==> config.mk <==
export PLATFORM = sky130hd
export DESIGN_NAME = msgpack_float_array_encoder_core
export DESIGN_NICKNAME = d
export VERILOG_FILES = /design/src/rtl/mpfa_pkg.sv /design/src/rtl/mpfa_front.sv /design/src/rtl/mpfa_queue.sv /design/src/rtl/mpfa_back.sv /design/src/rtl/msgpack_float_array_encoder_core.sv
export SDC_FILE = /design/constraint.sdc
export NUM_CORES = 1
export LEC_CHECK = 0
export ABC_AREA = 1
export BUFFER_PORTS_ARGS = -buffer_cell sky130_fd_sc_hd__buf_2
export CAP_MARGIN = 40
export CORE_ASPECT_RATIO = 0.75
export CORE_MARGIN = 5
export CORE_UTILIZATION = 55
export DETAILED_ROUTE_END_ITERATION = 16
export HOLD_SLACK_MARGIN = 0.12
export PLACE_DENSITY = 0.82
export SYNTH_ARGS = -nofsm -noshare
export SYNTH_HDL_FRONTEND = slang
export SYNTH_SLANG_ARGS = --single-unit
==> constraint.sdc <==
create_clock -name clock -period 7.7 [get_ports clock]
set_input_delay 1.54 -clock clock [delete_from_list [all_inputs] [get_ports clock]]
set_output_delay 1.54 -clock clock [all_outputs]
set_load 0.01 [all_outputs]
==> src/rtl/mpfa_pkg.sv <==
// Package for the float64 array serializer: payload structs, constants,
// and the single-to-double widening function. No dependencies.
package mpfa_pkg;

   localparam logic OP_START = 1'b0;
   localparam logic OP_VALUE = 1'b1;

   localparam logic [31:0] HDR_FIX_MAX = 32'h0000_000F;
   localparam logic [7:0]  HDR_FIX     = 8'h90;
   localparam logic [31:0] HDR_16_MAX  = 32'h0000_FFFF;
   localparam logic [7:0]  HDR_16      = 8'hDC;
   localparam logic [7:0]  HDR_32      = 8'hDD;
   localparam logic [7:0]  TAG_F64     = 8'hCB;

   localparam int QUEUE_DEPTH = 2;

   typedef struct packed {
      logic        opcode;
      logic [19:0] value_count;
      logic [63:0] time_bits;
      logic [31:0] value_bits;
   } req_type;

   typedef struct packed {
      logic [7:0] out_byte;
      logic       run_last;
   } rsp_type;

   // job handed from front to back: up to 5 header bytes then one float64
   typedef struct packed {
      logic [39:0] hdr_bytes;
      logic [2:0]  hdr_len;
      logic [63:0] f64_bits;
   } job_type;

   function automatic logic [63:0] widen_single(input logic [31:0] f);
      logic [7:0]  e;
      logic [22:0] m;
      logic [4:0]  p;
      logic [22:0] sh;
      logic [10:0] ex;
      logic [63:0] r;
      e  = f[30:23];
      m  = f[22:0];
      p  = 5'd0;
      sh = 23'd0;
      ex = 11'd0;
      r  = '0;
      r[63] = f[31];
      if (e == 8'hFF) begin
         r[62:52] = 11'h7FF;
         r[51:29] = m;
         if (m != 23'd0) r[51] = 1'b1;
      end else if (e == 8'd0) begin
         if (m != 23'd0) begin
            for (int i = 0; i < 23; i++) begin
               if (m[i]) p = 5'(i);
            end
            sh = m << (5'd23 - p);
            ex = 11'd874 + 11'(p);
            r[62:52] = ex;
            r[51:29] = sh;
         end
      end else begin
         r[62:52] = 11'(e) + 11'd896;
         r[51:29] = m;
      end
      return r;
   endfunction

endpackage

==> src/rtl/mpfa_front.sv <==
// Front: accepts request items and classifies them into byte jobs.
// Depends on mpfa_pkg.
module mpfa_front import mpfa_pkg::*; (
   input  logic    clock,
   input  logic    reset,
   input  logic    req_valid,
   output logic    req_ready,
   input  req_type req_data,
   output logic    job_valid,
   input  logic    job_ready,
   output job_type job_data
);
   logic    valid_ff, valid_in;
   job_type job_ff, job_in;
   logic [31:0] cnt;

   assign req_ready = !valid_ff || job_ready;
   assign job_valid = valid_ff;
   assign job_data  = job_ff;

   always_comb begin
      cnt = 32'(req_data.value_count) + 32'd1;
      job_in = '0;
      if (req_data.opcode == OP_START) begin
         job_in.f64_bits = req_data.time_bits;
         if (cnt <= HDR_FIX_MAX) begin
            job_in.hdr_bytes = {HDR_FIX | cnt[7:0], 32'd0};
            job_in.hdr_len = 3'd1;
         end else if (cnt <= HDR_16_MAX) begin
            job_in.hdr_bytes = {HDR_16, cnt[15:0], 16'd0};
            job_in.hdr_len = 3'd3;
         end else begin
            job_in.hdr_bytes = {HDR_32, cnt};
            job_in.hdr_len = 3'd5;
         end
      end else begin
         job_in.f64_bits = widen_single(req_data.value_bits);
      end
      valid_in = valid_ff;
      if (req_ready) valid_in = req_valid;
   end

   always_ff @(posedge clock) begin
      if (reset) valid_ff <= 1'b0;
      else valid_ff <= valid_in;
      if (req_valid && req_ready) job_ff <= job_in;
   end
endmodule

==> src/rtl/mpfa_queue.sv <==
// Short queue between front and back halves.
// Depends on mpfa_pkg.
module mpfa_queue import mpfa_pkg::*; #(
   parameter int DEPTH = QUEUE_DEPTH
) (
   input  logic    clock,
   input  logic    reset,
   input  logic    in_valid,
   output logic    in_ready,
   input  job_type in_data,
   output logic    out_valid,
   input  logic    out_ready,
   output job_type out_data
);
   localparam int AW = (DEPTH > 1) ? $clog2(DEPTH) : 1;
   job_type mem_ff [DEPTH];
   logic [AW-1:0] wr_ff, wr_in, rd_ff, rd_in;
   logic [AW:0]   cnt_ff, cnt_in;
   logic push, pop;

   assign in_ready  = cnt_ff != (AW+1)'(DEPTH);
   assign out_valid = cnt_ff != '0;
   assign out_data  = mem_ff[rd_ff];
   assign push = in_valid && in_ready;
   assign pop  = out_valid && out_ready;

   always_comb begin
      wr_in = wr_ff;
      rd_in = rd_ff;
      if (push) wr_in = (wr_ff == AW'(DEPTH - 1)) ? '0 : wr_ff + 1'b1;
      if (pop)  rd_in = (rd_ff == AW'(DEPTH - 1)) ? '0 : rd_ff + 1'b1;
      cnt_in = cnt_ff + (AW+1)'(push) - (AW+1)'(pop);
   end

   always_ff @(posedge clock) begin
      if (reset) begin
         wr_ff <= '0;
         rd_ff <= '0;
         cnt_ff <= '0;
      end else begin
         wr_ff <= wr_in;
         rd_ff <= rd_in;
         cnt_ff <= cnt_in;
      end
      if (push) mem_ff[wr_ff] <= in_data;
   end
endmodule

==> src/rtl/mpfa_back.sv <==
// Back: serializes one job into bytes, one transfer per cycle while rsp_ready is high.
// Depends on mpfa_pkg.
module mpfa_back import mpfa_pkg::*; (
   input  logic    clock,
   input  logic    reset,
   input  logic    job_valid,
   output logic    job_ready,
   input  job_type job_data,
   output logic    rsp_valid,
   input  logic    rsp_ready,
   output rsp_type rsp_data
);
   // stream: header bytes, tag, eight data bytes
   logic [3:0] idx_ff, idx_in;
   logic [3:0] total;
   logic [3:0] pos;
   logic [7:0] b;
   logic       last;

   assign total = 4'(job_data.hdr_len) + 4'd9;
   assign rsp_valid = job_valid;
   assign last = idx_ff == total - 4'd1;
   assign job_ready = rsp_ready && last;

   always_comb begin
      pos = idx_ff - 4'(job_data.hdr_len);
      case (idx_ff)
         4'd0: b = job_data.hdr_bytes[39:32];
         4'd1: b = job_data.hdr_bytes[31:24];
         4'd2: b = job_data.hdr_bytes[23:16];
         4'd3: b = job_data.hdr_bytes[15:8];
         4'd4: b = job_data.hdr_bytes[7:0];
         default: b = 8'd0;
      endcase
      if (idx_ff >= 4'(job_data.hdr_len)) begin
         case (pos)
            4'd0: b = TAG_F64;
            4'd1: b = job_data.f64_bits[63:56];
            4'd2: b = job_data.f64_bits[55:48];
            4'd3: b = job_data.f64_bits[47:40];
            4'd4: b = job_data.f64_bits[39:32];
            4'd5: b = job_data.f64_bits[31:24];
            4'd6: b = job_data.f64_bits[23:16];
            4'd7: b = job_data.f64_bits[15:8];
            default: b = job_data.f64_bits[7:0];
         endcase
      end
      rsp_data.out_byte = b;
      rsp_data.run_last = last;
      idx_in = idx_ff;
      if (job_valid && rsp_ready) idx_in = last ? 4'd0 : idx_ff + 4'd1;
   end

   always_ff @(posedge clock) begin
      if (reset) idx_ff <= 4'd0;
      else idx_ff <= idx_in;
   end
endmodule

==> src/rtl/msgpack_float_array_encoder_core.sv <==
// channel | dir | payload  | handshake
// req     | in  | req_type | req_valid / req_ready
// rsp     | out | rsp_type | rsp_valid / rsp_ready
// Value item: 9 bytes; start item: 10, 12 or 14 bytes.
// Rate set by the back serializer, one byte per cycle on rsp while rsp_ready is high.
// Front register and queue accept items while the back drains.
// Synchronous active-high reset clears valid flags and counters.
// Depends on mpfa_pkg, mpfa_front, mpfa_queue, mpfa_back.
module msgpack_float_array_encoder_core import mpfa_pkg::*; #(
   parameter int DEPTH = QUEUE_DEPTH
) (
   input  logic    clock,
   input  logic    reset,
   input  logic    req_valid,
   output logic    req_ready,
   input  req_type req_data,
   output logic    rsp_valid,
   input  logic    rsp_ready,
   output rsp_type rsp_data
);
   logic    f_valid, f_ready, q_valid, q_ready;
   job_type f_data, q_data;

   mpfa_front u_front (
      .clock, .reset, .req_valid, .req_ready, .req_data,
      .job_valid(f_valid), .job_ready(f_ready), .job_data(f_data)
   );
   mpfa_queue #(.DEPTH(DEPTH)) u_queue (
      .clock, .reset,
      .in_valid(f_valid), .in_ready(f_ready), .in_data(f_data),
      .out_valid(q_valid), .out_ready(q_ready), .out_data(q_data)
   );
   mpfa_back u_back (
      .clock, .reset,
      .job_valid(q_valid), .job_ready(q_ready), .job_data(q_data),
      .rsp_valid, .rsp_ready, .rsp_data
   );
endmodule

* Word level (Yosys, flattened, before mapping)
Memory sizes are Yosys's and may differ from the RTL's. A register that Yosys moved wholly into a read port is not among the register bits.
Cells that the tools add are included.
W data, S select, Z words.
** Word-level totals
- Register bits :: 116
- Latch bits :: 0
- Bits in writable memories :: 214
- Memory bits (read-only) :: 0
- Input port bits :: 121
- Output and inout port bits :: 11
- Logic and storage cells :: 100
- Memories :: 1
** Memory list
- u_queue.mem_ff :: depth 2, width 107, read ports 1, clocked after memory_dff 1, write ports 1, line mpfa_queue.sv:16 : job_type mem_ff [DEPTH];
** Operators by class
- $add $sub $neg :: 12
- Multipliers :: 0
- Divide/modulo/power cells :: 0
- $lt $le $gt $ge :: 3
- Equal/unequal tests :: 14
- Shift-type cells :: 1
- Mux-type cells :: 43
- Bitwise gates (word level) :: 0
- Reduce and logical (&&, ||, !) cells :: 14
** Operator list (number)
- $mux W34 :: 3
- $mux W64 :: 1
- $pmux W8 S8 :: 1
- $mux W5 :: 11
- $mux W43 :: 1
- $pmux W8 S5 :: 1
- $mux W36 :: 1
- $mux W4 :: 9
- $le A32 B16 Y1 const B :: 1
- $le A32 B4 Y1 const B :: 1
- $reduce_bool A23 Y1 :: 1
- $shl A23 B5 Y23 :: 1
- $add A20 B1 Y21 const B :: 1
- $eq A4 B3 Y1 const B :: 5
- $eq A4 B2 Y1 const B :: 4
- $mux W3 :: 4
- $add A10 B5 Y11 const A :: 1
- $add A8 B10 Y11 const B :: 1
- $eq A4 B1 Y1 const B :: 2
- $eq A8 B8 Y1 const B :: 1
- $logic_not A4 Y1 :: 2
- $logic_not A8 Y1 :: 1
- $mux W1 :: 8
- $mux W8 :: 1
- other kinds (18) :: 24

* Longest topological paths before layout
Gate-level depths: netlist (run 1).
- Depth after elaboration :: 32
- Mapped depth :: 33
- Gate-level depth less buffers :: 33

* Cells and area by module
Synthesis (run 1) repeated with hierarchy kept, for this count alone.
** Second synthesis, totals
- Cells, all modules :: 1411
- Area, all modules :: 15902.8 um2
** Modules (own cells, without submodules)
- mpfa_queue :: times used 1, cells an instance 369, area an instance 8070.2 um2, sequential area each 6526.3 um2
- mpfa_front :: times used 1, cells an instance 750, area an instance 6283.5 um2, sequential area each 3173.0 um2
- mpfa_back :: times used 1, cells an instance 292, area an instance 1549.0 um2, sequential area each 80.1 um2

* Worst setup path after synthesis (run 1)
No wires, ideal clock.
- Path kind :: reg2reg
- Start :: register u_queue.cnt_ff[1]
- End :: memory u_queue.mem_ff[1][0] (netlist bit), enable pin
- Library setup time :: 0.572 ns
- Data arrival time :: 4.896 ns
- Required time :: 7.128 ns
- Slack :: 2.232 ns
- Stages on the path, launching flop included :: 4
- Path buffers :: 0
- Period minus slack after synthesis :: 5.468 ns
- Cell sequence :: dfxtp_1 inv_1 o21ai_0 nor2_1
** Between the ends
- Word-level cells in the longest chain between the ends :: 4
** RTL lines
- start: declaration :: line mpfa_queue.sv:18 : logic [AW:0] cnt_ff, cnt_in;
- start signal: assignment :: line mpfa_queue.sv:43 : cnt_ff <= cnt_in;
- $ne A2 B2 Y1 :: line mpfa_queue.sv:21 : assign in_ready = cnt_ff != (AW+1)'(DEPTH);
- $logic_and A1 B1 Y1 :: line mpfa_queue.sv:24 : assign push = in_valid && in_ready;
- $mux W1 :: line mpfa_queue.sv:45 : if (push) mem_ff[wr_ff] <= in_data;
- $mux W1 (not written as such) :: line mpfa_queue.sv:45
- end: declaration :: line mpfa_queue.sv:16
No other way between the ends.

==> qor.yml, run 1 <==
die:
  dieWidth_um: 200
  core_um2: 26900
  dieHeight_um: 153
  placement_rows: 52
  dieArea_um2: 30500
  pin_count: 132
  start_util: 0.555
final_layout:
  postLayoutCellArea_um2: 17000
  mostFrequentLayoutCell: "nand2_1"
  antennaDiodeCount: 0
  num-fill-cells: 2127
  area_growth_pct: 14.1
  final_cell_count_no_fill: 1969
  mostFrequentLayoutCells: "nand2_1, edfxtp_1, nor2_1"
  drive_above_1_share: 0.134
  fin_util: 0.633
  nets: 1729
timing:
  finalCriticalPeriod_ps: 6180
  setup_tns_ps: 0
  setup_viol: 0
  skew_ps: 9.20
  tightest_slew_ps: 909
  drv_slew: 0
  hold_violations: 0
  final.period_utilization: 0.803
  slew_headroom: 0.392
  rsz0062_at_grt: "no"
  fin_hold_ws_ps: 443
  clock.fmax_mhz: 162
run_status:
  status: "finished clean"
critical_path:
  r2r_slack_ps: 4650
  critPathCaptureType: "output port"
  reg2reg_depth: 14
  regToRegEndpoint: "u_queue.cnt_ff[1]"
  critPathMaxStageDelay_ps: 680
  worstPathMaxFanout: 22
  required_ps: 6160
  cp_cell_sequence: "mux2i_1 > ha_1 > a21o_1 > a21oi_1 > xor2_1 > nor2_1 > inv_1 > nor2_1 > inv_1 > a21oi_1 > a2111o_1 > a2111o_1 > o21ai_0 > nand2_1 > buf_2"
  crit_slowest_cell: "xor2_1"
  timing.critical_path.buf_inv: 3
  cp.arrival_ps: 4640
  critical_path_class: "register to output port"
  critPathLaunchType: "register"
  cp_top_family: "compound AO/OA/AOI/OAI gates"
synth:
  synth_warnings: 0
  synth_edf_count: 315
  ys_async_sr_fraction: 0
  avgSynthCellArea_um2: 10.2
  synth_top_area_cell: "edfxtp_1"
  syn-cell-area_um2: 14900
  synthCells: 1465
  synth_seq_cells: 325
  seq_area_frac_synth: 0.648
  syn-num-nets: 1601
  synth_top_cell_area_share: 0.635
  synth_ff_type: "edfxtp_1"
  yosysUniqueCellTypes: 51
  synth_area_leaders: "edfxtp_1, nand2_1, nor2_1"
placed_design:
  portBuffers: 131
  hpwl_um: 25900
  dpl_cell_area_um2: 16000
  dp.cells: 1911
  globalplace.congestion: 0.956
job:
  cap_violations: 0
drt:
  drt_wl_total_um: 37600
  wire_per_inst_um: 19.1
  ant_nets: 0
  first_iter_violations: 1209
  drtPass1Iterations: 6
  routed_via_density: 5.69
  via_count: 11204
  drc_errors: 0
power:
  p_per_area_nw_per_um2: 228
  vdd_drop_max_v: 0.000142
  power.leakage_nw: 6.94
hold_path:
  min_path_cells: 0
  hold_end: "u_queue.mem_ff[1][87]"
  hp-class: "register to register"
  min_from: "u_front.job_data[87]"
clock_tree:
  post_cts_buffers: 0
  cts_root_buf: "clkbuf_16"
  cts_tree: "yes"
  cts_buffer_depth: 3
  numCtsBuffers: 31
  cts_resized: 0
  clk_latency_ps: 570
  clkTransAtPathRegs_ps: 60
  cts_sinks: 325
  cts_hold_buf: 0
  htreeDepth: 1
global_routing:
  antenna_found_initial: 1
  grt_use_total: 0.241
  grt_max_degree: 68
  grt_overflow_total: 0
  grt_pass1_vias: 10647
  grt_first_pass_wirelength_um: 58000
[kinds of logic after synthesis]
logic type               synth area share
AND/OR/NAND/NOR                     0.198
buffers and inverters              0.0482
adder cells (fa/ha/maj)            0.0131
other                            0.000252
multiplexers                      0.00134
flip-flops                          0.648
AO/OA/AOI/OAI                      0.0811
XOR/XNOR                          0.00999
[cell usage after synthesis, types with 3 or more instances]
library cell / instances
a211oi_1: 7
ha_1: 14
clkbuf_1: 47
nor2_2: 3
a221oi_1: 8
nand2_1: 429
o211ai_1: 6
buf_1: 5
nor2_1: 135
a21oi_1: 100
a31oi_1: 5
a22o_1: 6
nand3_1: 90
inv_2: 7
a2111o_1: 6
xor2_1: 12
xnor2_1: 5
nor4_1: 10
inv_1: 124
dfxtp_1: 10
nand4_1: 14
nor3_1: 20
o21ai_0: 52
o22ai_1: 4
edfxtp_1: 315
[how the worst max path moves through the flow]
stage                     slack, ps              endpoint  cells after the start
after detailed placement       2200           rsp_data[7]                     15
after CTS                      1570           rsp_data[7]                     15
after floorplan                2230  u_queue.mem_ff[1][0]                      3
after global placement         2440           rsp_data[7]                     15
final                          1520           rsp_data[7]                     15
after global routing           1200           rsp_data[5]                     15
[metrics by stage]
stage	power [mW]	worst slack [ps]
floorplan	2.29	2230
global placement	2.42	2440
detailed placement	2.43	2200
CTS	3.89	1570
global route	4.01	1200
finish	3.87	1520
[layer usage]
layer	routed length, um	vias to the layer above	GRT usage
met5	13	-	0
met4	645	2	0.0417
met3	4250	58	0.0592
met2	16000	638	0.344
met1	16700	5214	0.382
li1	-	5292	-
[final cells by class]
class,count,area (um2),area share
sequential,325,9660,0.568
clock inverter,15,161,0.00949
clock buffer,43,821,0.0483
tap,351,439,0.0258
multi-input combinational,952,4550,0.267
timing repair buffer,150,876,0.0515
inverter,133,502,0.0295
[worst reg2reg max path, stage by stage (launching register included)]
cell and delay [ps]:
dfxtp_2 630, inv_2 70, nand2_1 70, nand2_1 90
ha_1 460, nand2_1 110, nor3_1 310, inv_1 150
nor2_1 230, ha_1 270, inv_1 60, ha_1 150
xor2_1 200, o21ai_0 100, a21oi_1 110
[sequential cells by signal (all words and copies together), names as in the netlist, named ones only]
register           count
u_queue.mem_ff       210
u_queue.rd_ff          1
u_front.job_valid      1
u_back.idx_ff          4
u_queue.cnt_ff         2
u_queue.wr_ff          1
u_front.job_data     105
[power breakdown]
part           switching [mW]  internal, mW  total (mW)
Clock                   0.623         0.847        1.47
Sequential             0.0337          2.04        2.07
Combinational           0.230         0.104       0.334
Total                   0.887          2.99        3.87
(Power assumes the default switching activity.)
==> run 2: changes to the inputs <==
- CORE_UTILIZATION: 55 -> 54
- PLACE_DENSITY: 0.82 -> 0.83
- clock period: 7.7 -> 5.2 ns (I/O delays scaled with it)
==> qor.yml, run 2 (synthesized netlist as in run 1, its figures left out) <==
run_status:
  status: "finished clean"
critical_path:
  required_ps: 4160
  critPathLaunchType: "register"
  worstPathMaxFanout: 21
  timing.critical_path.buf_inv: 4
  cp.arrival_ps: 3940
  cp_top_family: "simple AND/OR/NAND/NOR gates"
  critPathMaxStageDelay_ps: 680
  critPathCaptureType: "output port"
  cp_cell_sequence: "buf_4 > mux2i_1 > ha_1 > a21oi_1 > xor2_1 > buf_4 > nor2_1 > inv_1 > nor3_1 > a211oi_1 > nand2_1 > o21ai_0 > o21ai_0 > buf_2"
  critical_path_class: "register to output port"
  crit_slowest_cell: "nor3_1"
drt:
  via_count: 11225
  ant_nets: 0
  drtPass1Iterations: 6
  wire_per_inst_um: 18.9
  drc_errors: 0
  routed_via_density: 5.69
  drt_wl_total_um: 37200
  first_iter_violations: 1231
clock_tree:
  cts_root_buf: "clkbuf_16"
  post_cts_buffers: 0
  htreeDepth: 1
  clkTransAtPathRegs_ps: 60
  cts_buffer_depth: 3
  cts_hold_buf: 0
  clk_latency_ps: 560
  cts_sinks: 325
  numCtsBuffers: 30
  cts_tree: "yes"
  cts_resized: 0
die:
  start_util: 0.551
  pin_count: 132
  dieArea_um2: 31100
  dieWidth_um: 202
  dieHeight_um: 154
  placement_rows: 52
  core_um2: 27100
final_layout:
  drive_above_1_share: 0.137
  fin_util: 0.625
  num-fill-cells: 2123
  largest_reg_flops: 210
  area_growth_pct: 13.5
  mostFrequentLayoutCell: "nand2_1"
  top_register: "u_queue.mem_ff"
  antennaDiodeCount: 0
  nets: 1736
  mostFrequentLayoutCells: "nand2_1, edfxtp_1, nor2_1"
  final_cell_count_no_fill: 1973
placed_design:
  portBuffers: 131
  globalplace.congestion: 0.917
  dp.cells: 1919
  place_ws_ps: 927
  hpwl_um: 25900
timing:
  slew_headroom: 0.422
  finalCriticalPeriod_ps: 4980
  clock.fmax_mhz: 201
  setup_viol: 0
  tightest_slew_ps: 845
  rsz0062_at_grt: "no"
  drv_slew: 0
  setup_tns_ps: 0
  final.period_utilization: 0.957
  skew_ps: 8.85
  finalWorstSetupSlack_ps: 223
  hold_violations: 0
job:
  cap_violations: 0
power:
  vdd_drop_max_v: 0.000220
  power.leakage_nw: 6.91
  p_per_area_nw_per_um2: 326
  power_mw: 5.51
global_routing:
  grt_pass1_vias: 10758
  grt_overflow_total: 0
  antenna_found_initial: 1
  grt_first_pass_wirelength_um: 58100
  grt_max_degree: 106
  grt_use_total: 0.234
hold_path:
  hp-class: "register to register"
run 2: where the power goes:
group          internal, mW  switching (mW)  leakage, nW
Combinational         0.152           0.336         3.40
Clock                  1.05           0.900        0.424
Sequential             3.02          0.0512         3.08
Total                  4.22            1.29         6.91
run 2: worst paths after layout:
kind	startpoint	end	slack, ps	depth (start not counted)
setup / recovery	register	rsp_data[3]	220	14
hold / removal	u_front.job_data[48]	u_queue.mem_ff[1][48]	440	0
setup reg to reg	register	u_queue.cnt_ff[1]	2070	15
hold reg to reg	u_front.job_data[48]	u_queue.mem_ff[1][48]	440	0
run 2: routing by layer:
metal	up-vias	track usage	wire, um	part of all wire
met4	2	0.0446	568	0.015
met1	5248	0.364	16400	0.44
met3	50	0.0594	4360	0.12
met5	-	0	13	0.00035
met2	630	0.338	15900	0.43
li1	5295	-	-	-
run 2: metrics by stage:
stage	hold WS [ps]	instance area [um2]
finish	444	16900
global route	448	16900
CTS	444	16900
detailed placement	430	16000
global placement	423	16000
floorplan	421	14900
run 2: cell type report:
cell class / instances / area, um2 / area share
clock buffers: 34 / 766 / 0.0453
clock inverters: 20 / 104 / 0.00614
inverters: 133 / 502 / 0.0297
multi-input cells: 952 / 4550 / 0.269
flip-flops and latches: 325 / 9660 / 0.571
well taps: 351 / 439 / 0.0260
repair buffers: 158 / 895 / 0.0529
==> run 3: changes to the inputs <==
- CORE_UTILIZATION: 54 -> 30
- PLACE_DENSITY: 0.83 -> 0.54
==> qor.yml, run 3 (synthesized netlist as in run 1, its figures left out) <==
run_status:
  status: "finished clean"
drt:
  drtPass1Iterations: 5
  routed_via_density: 4.77
  wire_per_inst_um: 17.8
  drc_errors: 0
  drt_wl_total_um: 40700
  via_count: 10891
  ant_nets: 0
  first_iter_violations: 940
job:
  cap_violations: 0
clock_tree:
  cts_tree: "yes"
  htreeDepth: 2
  cts_hold_buf: 0
  cts_sinks: 325
  numCtsBuffers: 36
  post_cts_buffers: 0
  clk_latency_ps: 520
  cts_root_buf: "clkbuf_16"
  cts_buffer_depth: 3
  clkTransAtPathRegs_ps: 60
  cts_resized: 0
timing:
  drv_slew: 0
  slew_headroom: 0.426
  fin_hold_ws_ps: 440
  tightest_slew_ps: 858
  clock.fmax_mhz: 202
  final.period_utilization: 0.954
  hold_violations: 0
  rsz0062_at_grt: "no"
  finalCriticalPeriod_ps: 4960
  setup_viol: 0
  skew_ps: 17.7
  setup_tns_ps: 0
power:
  power.leakage_nw: 7.03
  power_mw: 5.94
  p_per_area_nw_per_um2: 339
  vdd_drop_max_v: 0.000186
die:
  start_util: 0.304
  dieWidth_um: 267
  dieHeight_um: 203
  core_um2: 49000
  placement_rows: 70
  dieArea_um2: 54300
  pin_count: 132
critical_path:
  cp_top_family: "compound AO/OA/AOI/OAI gates"
  cp.arrival_ps: 3920
  timing.critical_path.buf_inv: 4
  cp_cell_sequence: "mux2i_1 > ha_1 > a21o_1 > a21oi_1 > xor2_1 > buf_4 > nor2_1 > inv_1 > nor3_1 > inv_1 > a21oi_1 > a221oi_1 > nand2_1 > o21ai_0 > o21ai_0 > buf_2"
  required_ps: 4160
  critPathMaxStageDelay_ps: 400
  worstPathMaxFanout: 10
  critPathCaptureType: "output port"
  critical_path_class: "register to output port"
  crit_slowest_cell: "dfxtp_2"
  critPathLaunchType: "register"
global_routing:
  grt_first_pass_wirelength_um: 62900
  grt_max_degree: 67
  grt_use_total: 0.147
  grt_overflow_total: 0
  grt_pass1_vias: 10748
  antenna_found_initial: 0
hold_path:
  hp-class: "register to register"
final_layout:
  num-fill-cells: 4867
  antennaDiodeCount: 0
  top_register: "u_queue.mem_ff"
  postLayoutCellArea_um2: 17500
  largest_reg_flops: 210
  fin_util: 0.358
  mostFrequentLayoutCells: "nand2_1, edfxtp_1, nor2_1"
  drive_above_1_share: 0.144
  mostFrequentLayoutCell: "nand2_1"
  area_growth_pct: 17.7
  nets: 1745
placed_design:
  dpl_cell_area_um2: 16400
  portBuffers: 131
  globalplace.congestion: 0.867
  hpwl_um: 29000
==> run 3: worst register-to-register path, stage by stage (launching register included) <==
cell and delay [ps]:
dfxtp_2 400, inv_2 50, nand2_1 50, nand2_1 70
ha_1 440, nand2_1 90, nor3_1 370, inv_1 160
nor2_1 250, ha_1 280, inv_1 60, ha_1 150
xor2_1 180, o21ai_0 90, a21oi_1 100
==> run 3: per-layer routing <==
metal	routed length [um]	up-vias	track usage
met5	0	-	0
met4	760	0	0.0331
met3	2460	55	0.0235
met2	17400	347	0.216
met1	20100	5173	0.229
li1	-	5316	-
==> run 3: cell type report <==
| cell class | instances | area [um2] | share of cell area |
|---|---|---|---|
| repair buffers | 161 | 913 | 0.0521 |
| multi-input cells | 952 | 4550 | 0.259 |
| well taps | 648 | 811 | 0.0462 |
| inverters | 133 | 502 | 0.0286 |
| flip-flops and latches | 325 | 9660 | 0.551 |
| clock inverters | 17 | 121 | 0.00692 |
| clock buffers | 47 | 985 | 0.0561 |
==> run 3: power by group <==
| group | switching [mW] | internal [mW] |
|---|---|---|
| registers | 0.0479 | 3.02 |
| clock network | 0.992 | 1.39 |
| logic | 0.345 | 0.154 |
==> run 3: path summary, 6_finish.rpt <==
check | start | to | slack [ps] | depth (start not counted)
worst max register to register | register | u_queue.cnt_ff[1] | 2390 | 14
worst min register to register | u_front.job_data[31] | u_queue.mem_ff[1][31] | 440 | 0
worst max-delay path | register | rsp_data[6] | 240 | 16
worst min-delay path | u_front.job_data[31] | u_queue.mem_ff[1][31] | 440 | 0
==> run 3: stage by stage <==
stage,setup WS [ps],std cells
final,242,2283
after CTS,170,2283
after global routing,21.3,2283
after global placement,733,2215
after detailed placement,751,2219
after floorplan,298,1465
